<file path="config.mk">
export PLATFORM = sky130hd
export DESIGN_NAME = ir_pulse_command_decoder_flat
export DESIGN_NICKNAME = d
export VERILOG_FILES = /design/src/rtl/ipcd_pkg.sv /design/src/rtl/ipcd_if.sv /design/src/rtl/ir_pulse_command_decoder.sv /design/src/flat_wrapper.sv
export VERILOG_INCLUDE_DIRS = /design/src /design/src/rtl
export SDC_FILE = /design/constraint.sdc
export NUM_CORES = 1
export LEC_CHECK = 0
export BUFFER_PORTS_ARGS = -buffer_cell sky130_fd_sc_hd__buf_2
export CAP_MARGIN = 10
export CORE_ASPECT_RATIO = 2
export CORE_MARGIN = 2
export CORE_UTILIZATION = 56
export CTS_CLUSTER_SIZE = 25
export DETAILED_ROUTE_END_ITERATION = 6
export GPL_TIMING_DRIVEN = 0
export MAX_ROUTING_LAYER = met4
export PLACE_DENSITY = 0.75
export SLEW_MARGIN = 30
export SYNTH_ARGS = -nofsm -noshare
export SYNTH_HDL_FRONTEND = slang
export SYNTH_SLANG_ARGS = --single-unit
</file>
<file path="constraint.sdc">
create_clock -name clk_i -period 18.3 [get_ports clk_i]
set_clock_uncertainty 0.2 [all_clocks]
set_input_delay 3.66 -clock clk_i [delete_from_list [all_inputs] [get_ports clk_i]]
set_output_delay 3.66 -clock clk_i [all_outputs]
set_load 0.02 [all_outputs]
</file>
<file path="src/rtl/assert_macros.svh">
// Assertion macros used by the top level of the IR pulse command decoder.
`ifndef ASSERT_MACROS_SVH
`define ASSERT_MACROS_SVH

`ifndef SYNTHESIS
// Check a property on the rising clock edge, ignored while reset is active.
`define IPCD_ASSERT(lbl, clk, rstn, prop, msg) \
  lbl: assert property (@(posedge clk) disable iff (!rstn) prop) else $error(msg);
// Check a property on the rising clock edge, also during reset.
`define IPCD_ASSERT_ALWAYS(lbl, clk, prop, msg) \
  lbl: assert property (@(posedge clk) prop) else $error(msg);
`else
`define IPCD_ASSERT(lbl, clk, rstn, prop, msg)
`define IPCD_ASSERT_ALWAYS(lbl, clk, prop, msg)
`endif

`endif

</file>
<file path="src/rtl/ipcd_pkg.sv">
// Types, constants and the remote code table of the IR pulse command decoder.
package ipcd_pkg;

  localparam int unsigned TIMER_W   = 16;
  localparam int unsigned CMD_W     = 16;
  localparam int unsigned CFG_W     = 16;
  localparam int unsigned CFG_IDX_W = 3;
  localparam int unsigned HOLD_W    = 8;

  // Configuration register indexes
  localparam logic [CFG_IDX_W-1:0] CFG_HEADER_THRESHOLD = 3'd0;
  localparam logic [CFG_IDX_W-1:0] CFG_ZERO_LOW         = 3'd1;
  localparam logic [CFG_IDX_W-1:0] CFG_ZERO_HIGH        = 3'd2;
  localparam logic [CFG_IDX_W-1:0] CFG_ONE_LOW          = 3'd3;
  localparam logic [CFG_IDX_W-1:0] CFG_ONE_HIGH         = 3'd4;

  localparam logic [CFG_W-1:0] HEADER_THRESHOLD_RST = 16'd8000;
  localparam logic [CFG_W-1:0] ZERO_LOW_RST         = 16'd800;
  localparam logic [CFG_W-1:0] ZERO_HIGH_RST        = 16'd1120;
  localparam logic [CFG_W-1:0] ONE_LOW_RST          = 16'd2230;
  localparam logic [CFG_W-1:0] ONE_HIGH_RST         = 16'd5870;

  typedef enum logic [1:0] {
    CLASS_HEADER = 2'd0,
    CLASS_ZERO   = 2'd1,
    CLASS_ONE    = 2'd2,
    CLASS_IGNORE = 2'd3
  } pulse_class_e;

  // Remote codes
  localparam logic [CMD_W-1:0] CODE_LED0  = 16'hD827;
  localparam logic [CMD_W-1:0] CODE_RIGHT = 16'hA05F;
  localparam logic [CMD_W-1:0] CODE_LEFT  = 16'h00FF;
  localparam logic [CMD_W-1:0] CODE_LED3  = 16'hF807;
  localparam logic [CMD_W-1:0] CODE_FWD   = 16'h807F;
  localparam logic [CMD_W-1:0] CODE_SLOW  = 16'h10EF;
  localparam logic [CMD_W-1:0] CODE_LED6  = 16'h7887;
  localparam logic [CMD_W-1:0] CODE_ALL   = 16'h58A7;
  localparam logic [CMD_W-1:0] CODE_FULL  = 16'h20DF;

  localparam logic [HOLD_W-1:0] DUTY_HIGH = 8'd242;
  localparam logic [HOLD_W-1:0] DUTY_MID  = 8'd150;
  localparam logic [HOLD_W-1:0] DUTY_LOW  = 8'd120;
  localparam logic [HOLD_W-1:0] DUTY_MAX  = 8'd255;

  typedef struct packed {
    logic              hit;
    logic              motors;
    logic [HOLD_W-1:0] led;
    logic [HOLD_W-1:0] right;
    logic [HOLD_W-1:0] left;
  } code_hit_t;

  function automatic code_hit_t ipcd_lookup(input logic [CMD_W-1:0] cmd);
    code_hit_t r;
    r = '0;
    case (cmd)
      CODE_LED0: begin
        r.hit = 1'b1; r.led = 8'h01;
      end
      CODE_RIGHT: begin
        r.hit = 1'b1; r.led = 8'h02; r.motors = 1'b1;
        r.right = DUTY_MID; r.left = DUTY_HIGH;
      end
      CODE_LEFT: begin
        r.hit = 1'b1; r.led = 8'h04; r.motors = 1'b1;
        r.right = DUTY_HIGH; r.left = DUTY_MID;
      end
      CODE_LED3: begin
        r.hit = 1'b1; r.led = 8'h08;
      end
      CODE_FWD: begin
        r.hit = 1'b1; r.led = 8'h10; r.motors = 1'b1;
        r.right = DUTY_HIGH; r.left = DUTY_HIGH;
      end
      CODE_SLOW: begin
        r.hit = 1'b1; r.led = 8'h20; r.motors = 1'b1;
        r.right = DUTY_LOW; r.left = DUTY_LOW;
      end
      CODE_LED6: begin
        r.hit = 1'b1; r.led = 8'h40;
      end
      CODE_ALL: begin
        r.hit = 1'b1; r.led = 8'hFF;
      end
      CODE_FULL: begin
        r.hit = 1'b1; r.led = 8'h80; r.motors = 1'b1;
        r.right = DUTY_MAX; r.left = DUTY_MAX;
      end
      default: begin
        r = '0;
      end
    endcase
    return r;
  endfunction

endpackage

</file>
<file path="src/rtl/ipcd_if.sv">
// Valid/ready channel interfaces of the IR pulse command decoder.
interface ipcd_edge_if import ipcd_pkg::*; ();
  logic               valid;
  logic               ready;
  logic [TIMER_W-1:0] edge_time;

  modport source (output valid, output edge_time, input ready);
  modport sink (input valid, input edge_time, output ready);
endinterface

interface ipcd_result_if import ipcd_pkg::*; ();
  logic              valid;
  logic              ready;
  logic [1:0]        pulse_class;
  logic [CMD_W-1:0]  command_word;
  logic [HOLD_W-1:0] led_pattern;
  logic [HOLD_W-1:0] right_duty;
  logic [HOLD_W-1:0] left_duty;

  modport source (output valid, output pulse_class, output command_word,
                  output led_pattern, output right_duty, output left_duty,
                  input ready);
  modport sink (input valid, input pulse_class, input command_word,
                input led_pattern, input right_duty, input left_duty,
                output ready);
endinterface

interface ipcd_cfg_if import ipcd_pkg::*; ();
  logic                 valid;
  logic                 ready;
  logic [CFG_IDX_W-1:0] index;
  logic [CFG_W-1:0]     data;

  modport source (output valid, output index, output data, input ready);
  modport sink (input valid, input index, input data, output ready);
endinterface

</file>
<file path="src/rtl/ir_pulse_command_decoder.sv">
// Top level of the IR pulse command decoder: edge interval classifier and code matcher.
//
// Channels: edge_i carries the timer stamp of one receiver edge; result_o
// carries the interval class, the command shift register after that edge,
// the held LED pattern and the two held motor duties. cfg_i writes the
// five timing registers (header threshold, zero window, one window) by
// index; it is always ready and a write to an unused index does nothing.
//
// An accepted item is held in the input register; the interval, the
// classification, the shift and the code lookup then run combinationally
// into the result register, which shows the result. One item is taken
// every cycle while the result register is free or its result is taken;
// the subtract, compares and table lookup lie between the two registers.
//
// Reset clears the previous stamp, the command register and the held
// LED and duty values, and loads the timing registers with their defaults.
// When the receiver stalls, the result register holds its item and the
// input register takes one more; after that edge_i.ready drops until the
// result is taken.
module ir_pulse_command_decoder import ipcd_pkg::*; (
  input logic               clk_i,
  input logic               rst_ni,
  ipcd_cfg_if.sink          cfg_i,
  ipcd_edge_if.sink         edge_i,
  ipcd_result_if.source     result_o
);

`include "assert_macros.svh"

  // Timing registers
  logic [CFG_W-1:0] hdr_thr_q, zero_lo_q, zero_hi_q, one_lo_q, one_hi_q;

  // Input stage
  logic               s1_valid_q;
  logic [TIMER_W-1:0] s1_time_q;

  // Decoder state
  logic [TIMER_W-1:0] last_time_q;
  logic [CMD_W-1:0]   cmd_q, cmd_d;
  logic [HOLD_W-1:0]  led_q, led_d;
  logic [HOLD_W-1:0]  right_q, right_d;
  logic [HOLD_W-1:0]  left_q, left_d;

  // Result stage
  logic              out_valid_q;
  pulse_class_e      out_class_q, cls_d;
  logic [CMD_W-1:0]  out_cmd_q;
  logic [HOLD_W-1:0] out_led_q, out_right_q, out_left_q;

  logic               advance;
  logic               edge_acc;
  logic [TIMER_W-1:0] interval;
  code_hit_t          hit;

  assign cfg_i.ready = 1'b1;

  always_ff @(posedge clk_i or negedge rst_ni) begin
    if (!rst_ni) begin
      hdr_thr_q <= HEADER_THRESHOLD_RST;
      zero_lo_q <= ZERO_LOW_RST;
      zero_hi_q <= ZERO_HIGH_RST;
      one_lo_q  <= ONE_LOW_RST;
      one_hi_q  <= ONE_HIGH_RST;
    end else if (cfg_i.valid) begin
      case (cfg_i.index)
        CFG_HEADER_THRESHOLD: hdr_thr_q <= cfg_i.data;
        CFG_ZERO_LOW:         zero_lo_q <= cfg_i.data;
        CFG_ZERO_HIGH:        zero_hi_q <= cfg_i.data;
        CFG_ONE_LOW:          one_lo_q  <= cfg_i.data;
        CFG_ONE_HIGH:         one_hi_q  <= cfg_i.data;
        default: begin
        end
      endcase
    end
  end

  // Process the held item when the result register is free or being emptied
  assign advance      = s1_valid_q && (!out_valid_q || result_o.ready);
  assign edge_i.ready = !s1_valid_q || advance;
  assign edge_acc     = edge_i.valid && edge_i.ready;

  assign interval = s1_time_q - last_time_q;

  always_comb begin
    cmd_d = cmd_q;
    cls_d = CLASS_IGNORE;
    if (interval > hdr_thr_q) begin
      cmd_d = '0;
      cls_d = CLASS_HEADER;
    end else if (interval > zero_lo_q && interval < zero_hi_q) begin
      cmd_d = {cmd_q[CMD_W-2:0], 1'b0};
      cls_d = CLASS_ZERO;
    end else if (interval > one_lo_q && interval < one_hi_q) begin
      cmd_d = {cmd_q[CMD_W-2:0], 1'b1};
      cls_d = CLASS_ONE;
    end
  end

  assign hit = ipcd_lookup(cmd_d);

  always_comb begin
    led_d   = led_q;
    right_d = right_q;
    left_d  = left_q;
    if (hit.hit) begin
      led_d = hit.led;
      if (hit.motors) begin
        right_d = hit.right;
        left_d  = hit.left;
      end
    end
  end

  always_ff @(posedge clk_i or negedge rst_ni) begin
    if (!rst_ni) begin
      s1_valid_q  <= 1'b0;
      out_valid_q <= 1'b0;
      last_time_q <= '0;
      cmd_q       <= '0;
      led_q       <= '0;
      right_q     <= '0;
      left_q      <= '0;
    end else begin
      if (edge_i.ready) begin
        s1_valid_q <= edge_i.valid;
      end
      if (advance) begin
        out_valid_q <= 1'b1;
        last_time_q <= s1_time_q;
        cmd_q       <= cmd_d;
        led_q       <= led_d;
        right_q     <= right_d;
        left_q      <= left_d;
      end else if (result_o.ready) begin
        out_valid_q <= 1'b0;
      end
    end
  end

  always_ff @(posedge clk_i) begin
    if (edge_acc) begin
      s1_time_q <= edge_i.edge_time;
    end
    if (advance) begin
      out_class_q <= cls_d;
      out_cmd_q   <= cmd_d;
      out_led_q   <= led_d;
      out_right_q <= right_d;
      out_left_q  <= left_d;
    end
  end

  assign result_o.valid        = out_valid_q;
  assign result_o.pulse_class  = out_class_q;
  assign result_o.command_word = out_cmd_q;
  assign result_o.led_pattern  = out_led_q;
  assign result_o.right_duty   = out_right_q;
  assign result_o.left_duty    = out_left_q;

  `IPCD_ASSERT(a_hold_stalled_item, clk_i, rst_ni, s1_valid_q && !advance |=> s1_valid_q, "held item lost while stalled")
  `IPCD_ASSERT(a_advance_fills_out, clk_i, rst_ni, advance |=> out_valid_q && out_cmd_q == cmd_q, "result register out of step with command state")
  `IPCD_ASSERT(a_header_clears_cmd, clk_i, rst_ni, out_valid_q && out_class_q == CLASS_HEADER |-> out_cmd_q == '0, "header result with nonzero command word")
  `IPCD_ASSERT(a_zero_shifts_zero, clk_i, rst_ni, advance && cls_d == CLASS_ZERO |=> !cmd_q[0] && cmd_q[CMD_W-1:1] == $past(cmd_q[CMD_W-2:0]), "zero bit not shifted in")

endmodule
</file>
<file path="src/flat_wrapper.sv">
// flat-port wrapper written by rule: the top's interface ports become plain ports
module ir_pulse_command_decoder_flat import ipcd_pkg::*;
  (clk_i, rst_ni, cfg_i_valid, cfg_i_index, cfg_i_data, cfg_i_ready, edge_i_valid, edge_i_edge_time, edge_i_ready, result_o_valid, result_o_pulse_class, result_o_command_word, result_o_led_pattern, result_o_right_duty, result_o_left_duty, result_o_ready);
  ipcd_cfg_if cfg_i_i ();
  ipcd_edge_if edge_i_i ();
  ipcd_result_if result_o_i ();
  input logic clk_i;
  input logic rst_ni;
  input wire logic [$bits(cfg_i_i.valid)-1:0] cfg_i_valid;
  input wire logic [$bits(cfg_i_i.index)-1:0] cfg_i_index;
  input wire logic [$bits(cfg_i_i.data)-1:0] cfg_i_data;
  output wire logic [$bits(cfg_i_i.ready)-1:0] cfg_i_ready;
  input wire logic [$bits(edge_i_i.valid)-1:0] edge_i_valid;
  input wire logic [$bits(edge_i_i.edge_time)-1:0] edge_i_edge_time;
  output wire logic [$bits(edge_i_i.ready)-1:0] edge_i_ready;
  output wire logic [$bits(result_o_i.valid)-1:0] result_o_valid;
  output wire logic [$bits(result_o_i.pulse_class)-1:0] result_o_pulse_class;
  output wire logic [$bits(result_o_i.command_word)-1:0] result_o_command_word;
  output wire logic [$bits(result_o_i.led_pattern)-1:0] result_o_led_pattern;
  output wire logic [$bits(result_o_i.right_duty)-1:0] result_o_right_duty;
  output wire logic [$bits(result_o_i.left_duty)-1:0] result_o_left_duty;
  input wire logic [$bits(result_o_i.ready)-1:0] result_o_ready;
  assign cfg_i_i.valid = cfg_i_valid;
  assign cfg_i_i.index = cfg_i_index;
  assign cfg_i_i.data = cfg_i_data;
  assign cfg_i_ready = cfg_i_i.ready;
  assign edge_i_i.valid = edge_i_valid;
  assign edge_i_i.edge_time = edge_i_edge_time;
  assign edge_i_ready = edge_i_i.ready;
  assign result_o_valid = result_o_i.valid;
  assign result_o_pulse_class = result_o_i.pulse_class;
  assign result_o_command_word = result_o_i.command_word;
  assign result_o_led_pattern = result_o_i.led_pattern;
  assign result_o_right_duty = result_o_i.right_duty;
  assign result_o_left_duty = result_o_i.left_duty;
  assign result_o_i.ready = result_o_ready;
  ir_pulse_command_decoder u_core (.clk_i(clk_i), .rst_ni(rst_ni), .cfg_i(cfg_i_i), .edge_i(edge_i_i), .result_o(result_o_i));
endmodule
</file>
==> implementation parameters, run 1 <==
Parameter                              Value

Clock network
  Buffers inserted by post-CTS timing repair ... 0
  Clock Pin Slew Worst Setup and Hold Paths ... approximately 0.080 ns
  Hold-fix buffers, CTS ... 0
  Longest Clk Path Bufs ... 2
  TritonCTS clock tree ... built
  Total clock buffers created by CTS ... 17
  H-tree level count ... 4
  Post-cts resize count ... 0
  Cell at the root of the clock tree ... sky130_fd_sc_hd__clkbuf_16
  Total number of clock tree sinks ... 196
  Worst-skew pair later-pin latency ... roughly 0.45 ns

Global route
  All-layer global routing usage ... approximately 27%
  Final global-route overflow total ... 0
  Vias in the first global route ... 8,143
  GR met2 Demand/Resource ... about 49%
  Global routing met1 resource utilization ... approximately 25%
  Number of antenna violations at the first check in global routing ... 0
  Met3 track demand over resource ... 4.20%
  Busiest layer in global routing ... met2
  First-pass GRT wire length ... 39.5 mm
  Maximum number of pins on one net before global-route repair ... 84

STA
  Setup repair after global routing missed its margin ... false
  Time the worst path needs with I/O delays and setup ... 7.98 ns
  Slew @ Worst Pin ... 0.836 ns
  Final slew viol count ... 0
  Final setup violation count ... 0
  Max Fclk ... between 100 and 150 MHz
  Worst Setup Slack, final ... 10.32 ns
  Fin. Hold Viols ... 0
  Sum Neg Setup Slack ... 0 ns
  Max-slew headroom at the worst pin ... around 44%
  Share of the clock period used by the worst path ... a little over two fifths

Logic synthesis
  Post-synth EDFFs ... 58
  Cell accounting for the most synthesized area ... sky130_fd_sc_hd__dfrtp_1
  Sequential area share after synthesis ... between 40 and 50%
  Most area-consuming cells after synthesis ... sky130_fd_sc_hd__dfrtp_1, sky130_fd_sc_hd__edfxtp_1, sky130_fd_sc_hd__ha_1
  Cell with the most instances after synthesis ... sky130_fd_sc_hd__nand2_1
  Top_reg_cell synth ... sky130_fd_sc_hd__dfrtp_1
  Number of warning messages in the yosys log ... 0
  Share of flip-flops with an asynchronous set or reset ... a little over two thirds
  Synth cell types ... 65
  Synthesized instance count ... 1,040
  Net Count, Synth ... ~1,200
  Top cell type's share of synthesized area ... about a quarter
  Most frequent cells after synthesis ... sky130_fd_sc_hd__nand2_1, sky130_fd_sc_hd__dfrtp_1, sky130_fd_sc_hd__inv_1
  Flip-flop and latch count after synthesis ... between 150 and 200
  Post-synthesis average cell area ... a little over 10 sq um
  Cell Area, Synth ... 10,500 sq um

Drt
  Number of design rule violations left after detail routing ... 0
  DRC violation total after the first TritonRoute iteration ... about 320
  Routed wirelength normalized by instance count ... 17.9 um
  Via total after detailed routing ... roughly 8,000
  Post-Route WL ... 24.5 mm
  Antenna Violating Nets Remaining ... 0
  Iteration count of the initial detailed-routing pass ... 5
  Vias per Instance ... around 5.7

Placed design
  Port bufs ... 83
  Post-place setup slack ... between 10 and 15 ns
  Post-DP HPWL ... ~19 mm
  Area after DPL ... ~11,000 sq um
  Final Wtd Congestion ... around 0.9

Min path
  Class of the tightest hold or removal check ... reg -> reg

Die
  Area inside the core boundary ... 18,300 sq um
  Std cell rows ... 70
  Die Height ... 198 um
  Initial standard-cell utilization of the core ... between 50% and 60%
  Floorplan die area ... roughly 20,000 sq um
  Die span in x ... between 100 and 150 um
  Top Ports ... 85

Pwr
  PD cells ... 123 nW/um^2
  Leakage power ... around 5.5 nW
  IR Drop Worst-Case VDD ... around 0.08 mV
  Power Total ... between 1 and 1.5 mW

Status
  Outcome ... finished clean

Setup path
  Arrival time reported for the critical path endpoint ... roughly 4.1 ns
  Buffers and inverters on the worst path ... 2
  Highest net fanout along the worst path ... 3
  CP startpoint kind ... input pin
  Most Frequent Cell on Critical Path ... sky130_fd_sc_hd__buf_2
  List of cells traversed by the critical path ... buf_2 -> nand3b_1 -> buf_2
  Critical path class ... in -> out
  Biggest cell delay along the critical path ... 0.18 ns
  Category of cells accounting for the largest share of critical-path delay ... buffers and inverters
  Library cell contributing the largest single delay on the critical path ... sky130_fd_sc_hd__nand3b_1
  WP data required ... about 14 ns
  Endpoint type of the worst setup path ... output pin

Final layout
  Synthesis-to-layout area growth ... 12.6%
  Final instance area ... about 12,000 sq um
  Number of fillers in the final layout ... about 1,500
  Number of nets in the final layout ... approximately 1,300
  Diodes inserted ... 0
  Fraction of final layout cells with drive strength greater than 1 ... approximately 17%

Job
  Maximum Capacitance Violations ... 0
worst reg2reg max path, cell delays in order (launching register included):
cell	delay, ns
sky130_fd_sc_hd__dfrtp_1	0.38
sky130_fd_sc_hd__ha_1	0.23
sky130_fd_sc_hd__fa_1	0.41
sky130_fd_sc_hd__nor2b_1	0.12
sky130_fd_sc_hd__o21ai_0	0.10
sky130_fd_sc_hd__a21boi_0	0.24
sky130_fd_sc_hd__o21ai_0	0.14
sky130_fd_sc_hd__a21boi_0	0.28
sky130_fd_sc_hd__o21ai_0	0.16
sky130_fd_sc_hd__a21o_1	0.23
sky130_fd_sc_hd__a31oi_1	0.30
sky130_fd_sc_hd__nand4b_1	0.14
sky130_fd_sc_hd__o211ai_1	0.27
sky130_fd_sc_hd__ha_1	0.36
sky130_fd_sc_hd__nand4_1	0.24
sky130_fd_sc_hd__nor2_1	0.09
sky130_fd_sc_hd__a221oi_1	0.36
sky130_fd_sc_hd__or3b_1	0.43
sky130_fd_sc_hd__a32oi_2	0.39
sky130_fd_sc_hd__buf_6	0.21
sky130_fd_sc_hd__mux2i_1	0.52
sky130_fd_sc_hd__nor2_1	0.18
sky130_fd_sc_hd__o211ai_1	0.50
sky130_fd_sc_hd__nand3_1	0.34
sky130_fd_sc_hd__mux2_2	0.37
registers in the layout, summed over array words and instances (netlist names), 8 cells and up:
register	flops
u_core.cmd_q	16
u_core.hdr_thr_q	16
u_core.last_time_q	16
u_core.led_q	8
u_core.left_q	8
u_core.one_hi_q	16
u_core.one_lo_q	16
u_core.result_o.command_word	16
u_core.result_o.led_pattern	8
u_core.result_o.left_duty	8
u_core.result_o.right_duty	8
u_core.right_q	8
u_core.s1_time_q	16
u_core.zero_hi_q	16
u_core.zero_lo_q	16
area by class of cell:
class                   instances  area (sq um)  share of cell area (%)
multi-input cells             702          4730                    40.0
inverters                     110           413                    3.49
well taps                     216           270                    2.28
clock buffers                  17           425                    3.59
plain buffers                  32           141                    1.19
clock inverters                15           156                    1.32
flip-flops and latches        196          5230                    44.2
repair buffers                 85           473                    4.00
layer usage:
layer / share of wire (%) / wire (um)
met1: 35 / 8560
met2: 56 / 13800
met3: 2.9 / 712
met4: 5.8 / 1420
met5: 0 / 0
worst paths after layout:
check | start | to | slack (ns) | cells past startpoint
hold reg to reg | u_core.right_q[4] | u_core.right_q[4] | 0.27 | 1
setup / recovery | result_o_ready | edge_i_ready | 10.32 | 3
max in group asynchronous | rst_ni | u_core.last_time_q[1] | 14.19 | 2
hold / removal | u_core.right_q[4] | u_core.right_q[4] | 0.27 | 1
setup reg to reg | u_core.last_time_q[0] | u_core.result_o.led_pattern[4] | 10.86 | 24
min in group asynchronous | rst_ni | u_core.zero_lo_q[13] | 2.92 | 1
per-stage QoR:
stage / utilization [%] / instances / hold slack [ns]
final: 64.7 / 1373 / 0.266
after global routing: 64.7 / 1373 / 0.286
after CTS: 64.7 / 1373 / 0.270
after detailed placement: 61.5 / 1341 / 0.249
after global placement: 61.2 / 1339 / 0.240
after floorplan: - / 1040 / 0.225
logic make-up after synthesis:
kind of cell / Yosys count / synth area share (%)
compound gates: 210 / 12.5
xor+xnor: 10 / 0.833
flops: 196 / 49.8
mux: 56 / 5.73
other cells: 1 / 0.0357
fa+ha+maj: 94 / 11.3
buf+inv: 142 / 5.24
simple gates: 331 / 14.6
where the power goes:
group	internal (mW)	leakage (nW)	switching [mW]
combinational	0.208	2.97	0.332
clock	0.183	0.284	0.187
sequential	0.520	2.22	0.0211
total	0.911	5.48	0.540
cell usage in the layout (no fill, tap or decap), types with 3 or more instances in the layout:
master                      netlist  final
sky130_fd_sc_hd__inv_1          110    110
sky130_fd_sc_hd__nand2b_1        19     19
sky130_fd_sc_hd__and3_1           3      3
sky130_fd_sc_hd__o21ai_0        107    107
sky130_fd_sc_hd__a311oi_1         3      3
sky130_fd_sc_hd__a221oi_1         3      3
sky130_fd_sc_hd__a31oi_1          5      5
sky130_fd_sc_hd__buf_2            5     87
sky130_fd_sc_hd__dfrtp_1        111    111
sky130_fd_sc_hd__inv_6            0      6
sky130_fd_sc_hd__dfstp_2         27     27
sky130_fd_sc_hd__clkbuf_16        0     17
sky130_fd_sc_hd__nor3b_1          6      6
sky130_fd_sc_hd__o31ai_1          4      4
sky130_fd_sc_hd__o211ai_1         6      6
sky130_fd_sc_hd__nor3_1           8      8
sky130_fd_sc_hd__mux2i_1         23     23
sky130_fd_sc_hd__xnor2_1          7      7
sky130_fd_sc_hd__nor2b_1          8      8
sky130_fd_sc_hd__inv_8            0      3
sky130_fd_sc_hd__or3_1            3      3
sky130_fd_sc_hd__and4_1           5      5
sky130_fd_sc_hd__edfxtp_1        58     58
sky130_fd_sc_hd__o2bb2ai_1        4      4
sky130_fd_sc_hd__nand2_1        181    181
sky130_fd_sc_hd__a21boi_0         5      5
sky130_fd_sc_hd__nand3_1         19     19
sky130_fd_sc_hd__ha_1            93     93
sky130_fd_sc_hd__xor2_1           3      3
sky130_fd_sc_hd__mux2_2          33     33
sky130_fd_sc_hd__nor4_1           5      5
sky130_fd_sc_hd__clkbuf_1        24     23
sky130_fd_sc_hd__a21oi_1         40     40
sky130_fd_sc_hd__nand4_1         13     13
sky130_fd_sc_hd__nand3b_1         4      4
sky130_fd_sc_hd__nor2_1          46     46
sky130_fd_sc_hd__o21a_1           3      3
sky130_fd_sc_hd__a21o_1          11     11
sky130_fd_sc_hd__clkinv_8         0      3
Power figures use the tool's default switching activity.
==> run 2, diff against run 1 <==
--- a/config.mk
+++ b/config.mk
@@ -6,6 +6,7 @@
 export SDC_FILE = /design/constraint.sdc
 export NUM_CORES = 1
 export LEC_CHECK = 0
+export ABC_AREA = 1
 export BUFFER_PORTS_ARGS = -buffer_cell sky130_fd_sc_hd__buf_2
 export CAP_MARGIN = 10
 export CORE_ASPECT_RATIO = 2
==> constraint.sdc (replaced) <==
create_clock -name clk_i -period 8.1 [get_ports clk_i]
set_clock_uncertainty 0.2 [all_clocks]
set_input_delay 1.62 -clock clk_i [delete_from_list [all_inputs] [get_ports clk_i]]
set_output_delay 1.62 -clock clk_i [all_outputs]
set_load 0.02 [all_outputs]
==> implementation parameters, run 2 <==
Parameter                              Value

Drt
  Vias per Instance ... roughly 5.2
  Via total after detailed routing ... 8,457
  DRC violation total after the first TritonRoute iteration ... between 200 and 300
  Iteration count of the initial detailed-routing pass ... 5
  Routed wirelength normalized by instance count ... between 15 and 20 um
  Antenna Violating Nets Remaining ... 0
  Number of design rule violations left after detail routing ... 0
  Post-Route WL ... approximately 26 mm

Global route
  Vias in the first global route ... 8,620
  Final global-route overflow total ... 0
  Number of antenna violations at the first check in global routing ... 0
  Maximum number of pins on one net before global-route repair ... slightly above 80
  All-layer global routing usage ... between 20% and 30%
  First-pass GRT wire length ... between 40 and 50 mm

Min path
  Depth of the worst hold-timing path ... 2
  Destination of the worst hold path ... u_core.left_q[4]
  Class of the tightest hold or removal check ... reg -> reg
  Hold wc startpoint ... u_core.left_q[4]

STA
  Share of the clock period used by the worst path ... 80.4%
  Max-slew headroom at the worst pin ... a little over a third
  Worst Setup Slack, final ... ~1.6 ns
  Min Hold Slack ... between 0.2 and 0.25 ns
  Sum Neg Setup Slack ... 0 ns
  Final slew viol count ... 0
  Fin. Hold Viols ... 0
  Slew @ Worst Pin ... 0.949 ns
  Setup repair after global routing missed its margin ... false
  Max Fclk ... about 150 MHz
  Time the worst path needs with I/O delays and setup ... 6.51 ns
  Final setup violation count ... 0

Die
  Area inside the core boundary ... 19,400 sq um
  Die Height ... between 200 and 250 um
  Initial standard-cell utilization of the core ... a little under three fifths
  Die span in x ... between 100 and 150 um
  Std cell rows ... approximately 70
  Top Ports ... between 80 and 90
  Floorplan die area ... ~21,000 sq um

Clock network
  Buffers inserted by post-CTS timing repair ... 0
  Cell at the root of the clock tree ... sky130_fd_sc_hd__clkbuf_16
  Clock Pin Slew Worst Setup and Hold Paths ... 0.07 ns
  Total clock buffers created by CTS ... 17
  TritonCTS clock tree ... built
  Longest Clk Path Bufs ... 2
  Hold-fix buffers, CTS ... 0
  Total number of clock tree sinks ... approximately 200
  H-tree level count ... 4
  Post-cts resize count ... 0
  Worst-skew pair later-pin latency ... roughly 0.45 ns

Setup path
  Highest net fanout along the worst path ... 10
  Arrival time reported for the critical path endpoint ... between 6 and 7 ns
  Library cell contributing the largest single delay on the critical path ... sky130_fd_sc_hd__xnor2_1
  Reg2Reg Setup Slack ... about 1.6 ns
  Worst flop-to-flop path endpoint ... u_core.result_o.right_duty[2]
  Most Frequent Cell on Critical Path ... sky130_fd_sc_hd__nand2_1
  Reg2Reg Depth ... 31
  CP startpoint kind ... flip-flop
  Endpoint type of the worst setup path ... flip-flop
  Biggest cell delay along the critical path ... approximately 0.74 ns
  Reg-to-reg critical path startpoint ... u_core.last_time_q[0]
  WP data required ... 8.09 ns
  Critical path class ... reg -> reg

Logic synthesis
  Post-synthesis average cell area ... just under 9 sq um
  Cell with the most instances after synthesis ... sky130_fd_sc_hd__nand2_1
  Sequential area share after synthesis ... between 40% and 50%
  Share of flip-flops with an asynchronous set or reset ... 70.4%
  Most area-consuming cells after synthesis ... sky130_fd_sc_hd__dfrtp_1, sky130_fd_sc_hd__edfxtp_1, sky130_fd_sc_hd__nand2_1
  Cell Area, Synth ... about 11,000 sq um
  Synthesized instance count ... 1,245
  Most frequent cells after synthesis ... sky130_fd_sc_hd__nand2_1, sky130_fd_sc_hd__inv_1, sky130_fd_sc_hd__o21ai_0
  Flip-flop and latch count after synthesis ... between 150 and 200
  Net Count, Synth ... 1,379
  Top cell type's share of synthesized area ... between 20% and 30%
  Number of warning messages in the yosys log ... 0
  Cell accounting for the most synthesized area ... sky130_fd_sc_hd__dfrtp_1
  Top_reg_cell synth ... sky130_fd_sc_hd__dfrtp_1
  Synth cell types ... 45
  Post-synth EDFFs ... between 50 and 60

Final layout
  Final design utilization ... around 65%
  Synthesis-to-layout area growth ... 12.9%
  Fraction of final layout cells with drive strength greater than 1 ... 18.5%
  Filler-free cell count of the finished design ... 1,621
  Number of nets in the final layout ... 1,483
  Most frequent standard cell in the layout excluding fill and tap cells ... sky130_fd_sc_hd__nand2_1
  Number of fillers in the final layout ... 1,651
  Diodes inserted ... 0
  Final instance area ... around 13,000 sq um
  Commonest non-fill, non-tap cells in the layout ... sky130_fd_sc_hd__nand2_1, sky130_fd_sc_hd__inv_1, sky130_fd_sc_hd__o21ai_0, sky130_fd_sc_hd__dfrtp_1, sky130_fd_sc_hd__ha_1

Placed design
  Final Wtd Congestion ... approximately 0.94
  Area after DPL ... around 12,000 sq um
  Post-place setup slack ... 1.66 ns
  Port bufs ... 83
  Cells after DPL ... approximately 1,600
  Post-DP HPWL ... 20.1 mm

Pwr
  Leakage power ... approximately 6.3 nW
  PD cells ... ~400 nW/um^2
  Power Total ... approximately 5.0 mW
  IR Drop Worst-Case VDD ... 0.255 mV

Job
  Maximum Capacitance Violations ... 0

Status
  Outcome ... finished clean
-- run 2: cell count changes in the layout (fill, tap and decap cells not counted), moves of 14 or more --
cell / delta
sky130_fd_sc_hd__nand2_1: +130
sky130_fd_sc_hd__o21ai_0: +19
sky130_fd_sc_hd__nand3_2: +20
sky130_fd_sc_hd__nand2b_1: -19
sky130_fd_sc_hd__inv_1: +83
sky130_fd_sc_hd__nor2_4: +14
sky130_fd_sc_hd__mux2i_1: -23
sky130_fd_sc_hd__mux2_2: -33
sky130_fd_sc_hd__nand2_2: +24
-- run 2: worst max-delay path by stage --
stage | start | end | cells after the start
detailed placement | u_core.last_time_q[0] | u_core.result_o.right_duty[6] | 31
global placement | u_core.last_time_q[0] | u_core.result_o.right_duty[5] | 31
CTS | u_core.last_time_q[0] | u_core.result_o.right_duty[2] | 31
finish | u_core.last_time_q[0] | u_core.result_o.right_duty[2] | 31
floorplan | u_core.last_time_q[0] | u_core.result_o.right_duty[2] | 31
global route | u_core.s1_time_q[6] | u_core.result_o.right_duty[2] | 30
-- run 2: kinds of logic (layout without fill, tap and decap cells) --
family | Yosys count | count (layout) | synth area share, %
adder cells (fa/ha/maj) | 94 | 94 | 10.7
buffers and inverters | 239 | 356 | 8.71
AND/OR/NAND/NOR | 502 | 502 | 22.8
flip-flops | 196 | 196 | 47.2
AO/OA/AOI/OAI | 198 | 198 | 9.40
other | 1 | 1 | 0.0339
XOR/XNOR | 15 | 15 | 1.19
-- run 2: layer usage --
layer	vias to the layer above	routed length, um	global-route usage [%]
li1	4206	-	-
met1	4001	8580	26.3
met2	157	14400	48.4
met3	93	644	4.30
met4	0	1980	18.6
met5	-	0	-
-- run 2: power breakdown --
part | internal [mW] | total [mW] | switching [mW]
Sequential | 1.26 | 1.34 | 0.0728
Combinational | 0.908 | 2.74 | 1.83
Clock | 0.522 | 0.905 | 0.383
Total | 2.69 | 4.98 | 2.28
-- run 2: area by class of cell --
| cell class | instances | area [sq um] | area share (%) |
|---|---|---|---|
| Sequential cell | 196 | 5230 | 41.8 |
| Timing Repair Buffer | 85 | 473 | 3.78 |
| Tap cell | 259 | 324 | 2.59 |
| Inverter | 207 | 777 | 6.22 |
| Clock inverter | 14 | 200 | 1.60 |
| Multi-Input combinational cell | 810 | 4880 | 39.0 |
| Clock buffer | 18 | 429 | 3.43 |
| Buffer | 32 | 188 | 1.50 |
-- run 2: worst max-delay path: cells and delay by family, from the launching register on --
kind / cells / cell delay, ns
adder cells (fa/ha/maj): 3 / 1.02
AO/OA/AOI/OAI: 8 / 1.41
flip-flops: 1 / 0.39
AND/OR/NAND/NOR: 16 / 1.98
buffers and inverters: 3 / 0.49
XOR/XNOR: 1 / 0.74
==> run 3, diff against run 2 <==
==> constraint.sdc (replaced) <==
create_clock -name clk_i -period 6.2 [get_ports clk_i]
set_clock_uncertainty 0.2 [all_clocks]
set_input_delay 1.24 -clock clk_i [delete_from_list [all_inputs] [get_ports clk_i]]
set_output_delay 1.24 -clock clk_i [all_outputs]
set_load 0.02 [all_outputs]
==> implementation parameters, run 3 (synthesis results as in run 2) <==
Parameter                              Value

Status
  Outcome ... finished clean

STA
  Min Hold Slack ... roughly 0.25 ns
  Share of the clock period used by the worst path ... between 90% and 100%
  Final setup violation count ... 0
  Fin. Hold Viols ... 0
  Sum Neg Setup Slack ... 0 ns
  Time the worst path needs with I/O delays and setup ... approximately 5.8 ns
  Max-slew headroom at the worst pin ... ~50%
  Max Fclk ... between 150 and 200 MHz
  Final slew viol count ... 0
  Slew @ Worst Pin ... around 0.74 ns

Drt
  Number of design rule violations left after detail routing ... 0
  Post-Route WL ... 25.9 mm
  DRC violation total after the first TritonRoute iteration ... 313
  Via total after detailed routing ... roughly 8,600
  Routed wirelength normalized by instance count ... between 15 and 20 um
  Iteration count of the initial detailed-routing pass ... 5
  Vias per Instance ... approximately 5.3
  Antenna Violating Nets Remaining ... 0

Setup path
  Library cell contributing the largest single delay on the critical path ... sky130_fd_sc_hd__fa_1
  CP startpoint kind ... flip-flop
  Critical path class ... reg -> reg
  Highest net fanout along the worst path ... 10
  Endpoint type of the worst setup path ... flip-flop
  WP data required ... roughly 6.2 ns
  Biggest cell delay along the critical path ... approximately 0.41 ns
  Arrival time reported for the critical path endpoint ... roughly 5.8 ns

Final layout
  Diodes inserted ... 0
  Area of combinational cells with multiple inputs ... a little under 5000 sq um
  Synthesis-to-layout area growth ... 14.0%
  Number of nets in the final layout ... between 1,000 and 1,500
  Final design utilization ... between 60% and 70%
  Number of fillers in the final layout ... 1,644
  Most frequent standard cell in the layout excluding fill and tap cells ... sky130_fd_sc_hd__nand2_1
  Commonest non-fill, non-tap cells in the layout ... sky130_fd_sc_hd__nand2_1, sky130_fd_sc_hd__inv_1, sky130_fd_sc_hd__o21ai_0, sky130_fd_sc_hd__dfrtp_1, sky130_fd_sc_hd__ha_1
  Fraction of final layout cells with drive strength greater than 1 ... around 20%
  Sequential cell area ... 5230 sq um

Pwr
  PD cells ... between 500 and 600 nW/um^2
  Switching power as a share of total power ... 45.9%
  Power Total ... roughly 6.6 mW
  Combinational share of power ... between 50% and 60%
  Cell-internal power ... 3.57 mW
  Leakage power ... about 6.3 nW
  Sw power ... slightly above 3 mW
  Part of the power in the clock network ... between 15 and 20%
  Sequential Power Share ... 26.5%
  IR Drop Worst-Case VDD ... approximately 0.34 mV

Clock network
  Total clock buffers created by CTS ... 17
  Longest Clk Path Bufs ... 2
  Clock Pin Slew Worst Setup and Hold Paths ... roughly 0.07 ns
  Total number of clock tree sinks ... ~200
  TritonCTS clock tree ... built
  H-tree level count ... 4
  Hold-fix buffers, CTS ... 0
  Cell at the root of the clock tree ... sky130_fd_sc_hd__clkbuf_16
  Worst-skew pair later-pin latency ... about 0.45 ns

Placed design
  Port bufs ... 83
  Post-DP HPWL ... about 20 mm
  Final Wtd Congestion ... 0.944

Global route
  Final global-route overflow total ... 0
  Met3 track demand over resource ... between 4 and 5%
  Number of antenna violations at the first check in global routing ... 0
  First-pass GRT wire length ... approximately 42 mm
  Maximum number of pins on one net before global-route repair ... 82
  Global routing met1 resource utilization ... a little over a quarter
  Busiest layer in global routing ... met2
  Vias in the first global route ... between 8,000 and 9,000
  GR met2 Demand/Resource ... about half
  All-layer global routing usage ... 27.5%

Die
  Initial standard-cell utilization of the core ... 57.2%
  Std cell rows ... a little over 70
  Die span in x ... ~100 um
  Top Ports ... 85
  Floorplan die area ... 21,000 sq um
  Area inside the core boundary ... 19,400 sq um
  Die Height ... between 200 and 250 um

Min path
  Class of the tightest hold or removal check ... reg -> reg

Job
  Maximum Capacitance Violations ... 0
-- run 3: cell types whose count changed in the layout (fill, tap and decap cells not counted), moves of 2 or more --
| cell | previous run | this run |
|---|---|---|
| sky130_fd_sc_hd__ha_1 | 93 | 90 |
| sky130_fd_sc_hd__ha_2 | 0 | 3 |
| sky130_fd_sc_hd__o21ai_1 | 6 | 8 |
| sky130_fd_sc_hd__buf_4 | 2 | 5 |
| sky130_fd_sc_hd__a21oi_1 | 49 | 47 |
| sky130_fd_sc_hd__o21ai_0 | 126 | 123 |
| sky130_fd_sc_hd__a21oi_2 | 0 | 2 |
-- run 3: final cells by class --
cell class                 instances  share of cell area (%)
sequential                       196                    41.4
clock inverter                    14                    1.59
multi-input combinational        810                    39.3
tap                              259                    2.57
buffer                            32                    1.49
clock buffer                      18                    3.40
timing repair buffer              89                    4.08
inverter                         207                    6.16
-- run 3: power groups by stage --
stage	Sequential, mW	Combinational, mW	Clock (mW)
2_1_floorplan	1.86	2.60	0
5_1_grt	1.78	4.09	1.25
4_1_cts	1.75	3.58	1.20
3_3_place_gp	1.76	3.43	0
6_report	1.74	3.67	1.18
3_5_place_dp	1.77	3.54	0
-- run 3: path summary, 6_finish.rpt --
| kind | startpoint | end | slack [ns] | cells after the start |
|---|---|---|---|---|
| worst max-delay path | u_core.last_time_q[0] | u_core.result_o.right_duty[2] | 0.38 | 34 |
| max in group asynchronous | rst_ni | u_core.one_lo_q[7] | 4.48 | 2 |
| worst max register to register | u_core.last_time_q[0] | u_core.result_o.right_duty[2] | 0.38 | 34 |
| min in group asynchronous | rst_ni | u_core.zero_hi_q[3] | 0.51 | 1 |
| worst min register to register | u_core.left_q[4] | u_core.left_q[4] | 0.25 | 2 |
| worst min-delay path | u_core.left_q[4] | u_core.left_q[4] | 0.25 | 2 |
-- run 3: worst max-delay path, delay by kind of cell, from the launching register on --
family / cells / cell delay (ns)
simple gates: 19 / 2.25
flops: 1 / 0.38
buf+inv: 4 / 0.55
xor+xnor: 1 / 0.16
fa+ha+maj: 3 / 0.90
compound gates: 7 / 1.07
-- run 3: what timing repair did --
| item | CTS | global route |
|---|---|---|
| hold endpoints to repair | 0 | 0 |
| pin swaps | 0 | 4 |
| endpoints found under the setup margin | 46 | 48 |
| buffers inserted | 0 | 4 |
| gates resized for setup | 3 | 14 |
-- run 3: routing by layer --
layer | part of all wire, % | wire, um | vias up
li1 | - | - | 4212
met3 | 2.7 | 710 | 88
met5 | 0 | 0 | -
met1 | 34 | 8690 | 4075
met4 | 7.7 | 1980 | 0
met2 | 56 | 14500 | 199
-- run 3: through the flow --
| step | cells | setup WS [ns] | area [sq um] |
|---|---|---|---|
| 6_report | 1625 | 0.385 | 12600 |
| 2_1_floorplan | 1245 | 1.14 | 11100 |
| 4_1_cts | 1621 | 0.0252 | 12500 |
| 3_5_place_dp | 1589 | -0.235 | 11900 |
| 5_1_grt | 1625 | -0.00971 | 12600 |
| 3_3_place_gp | 1587 | -0.188 | 11800 |
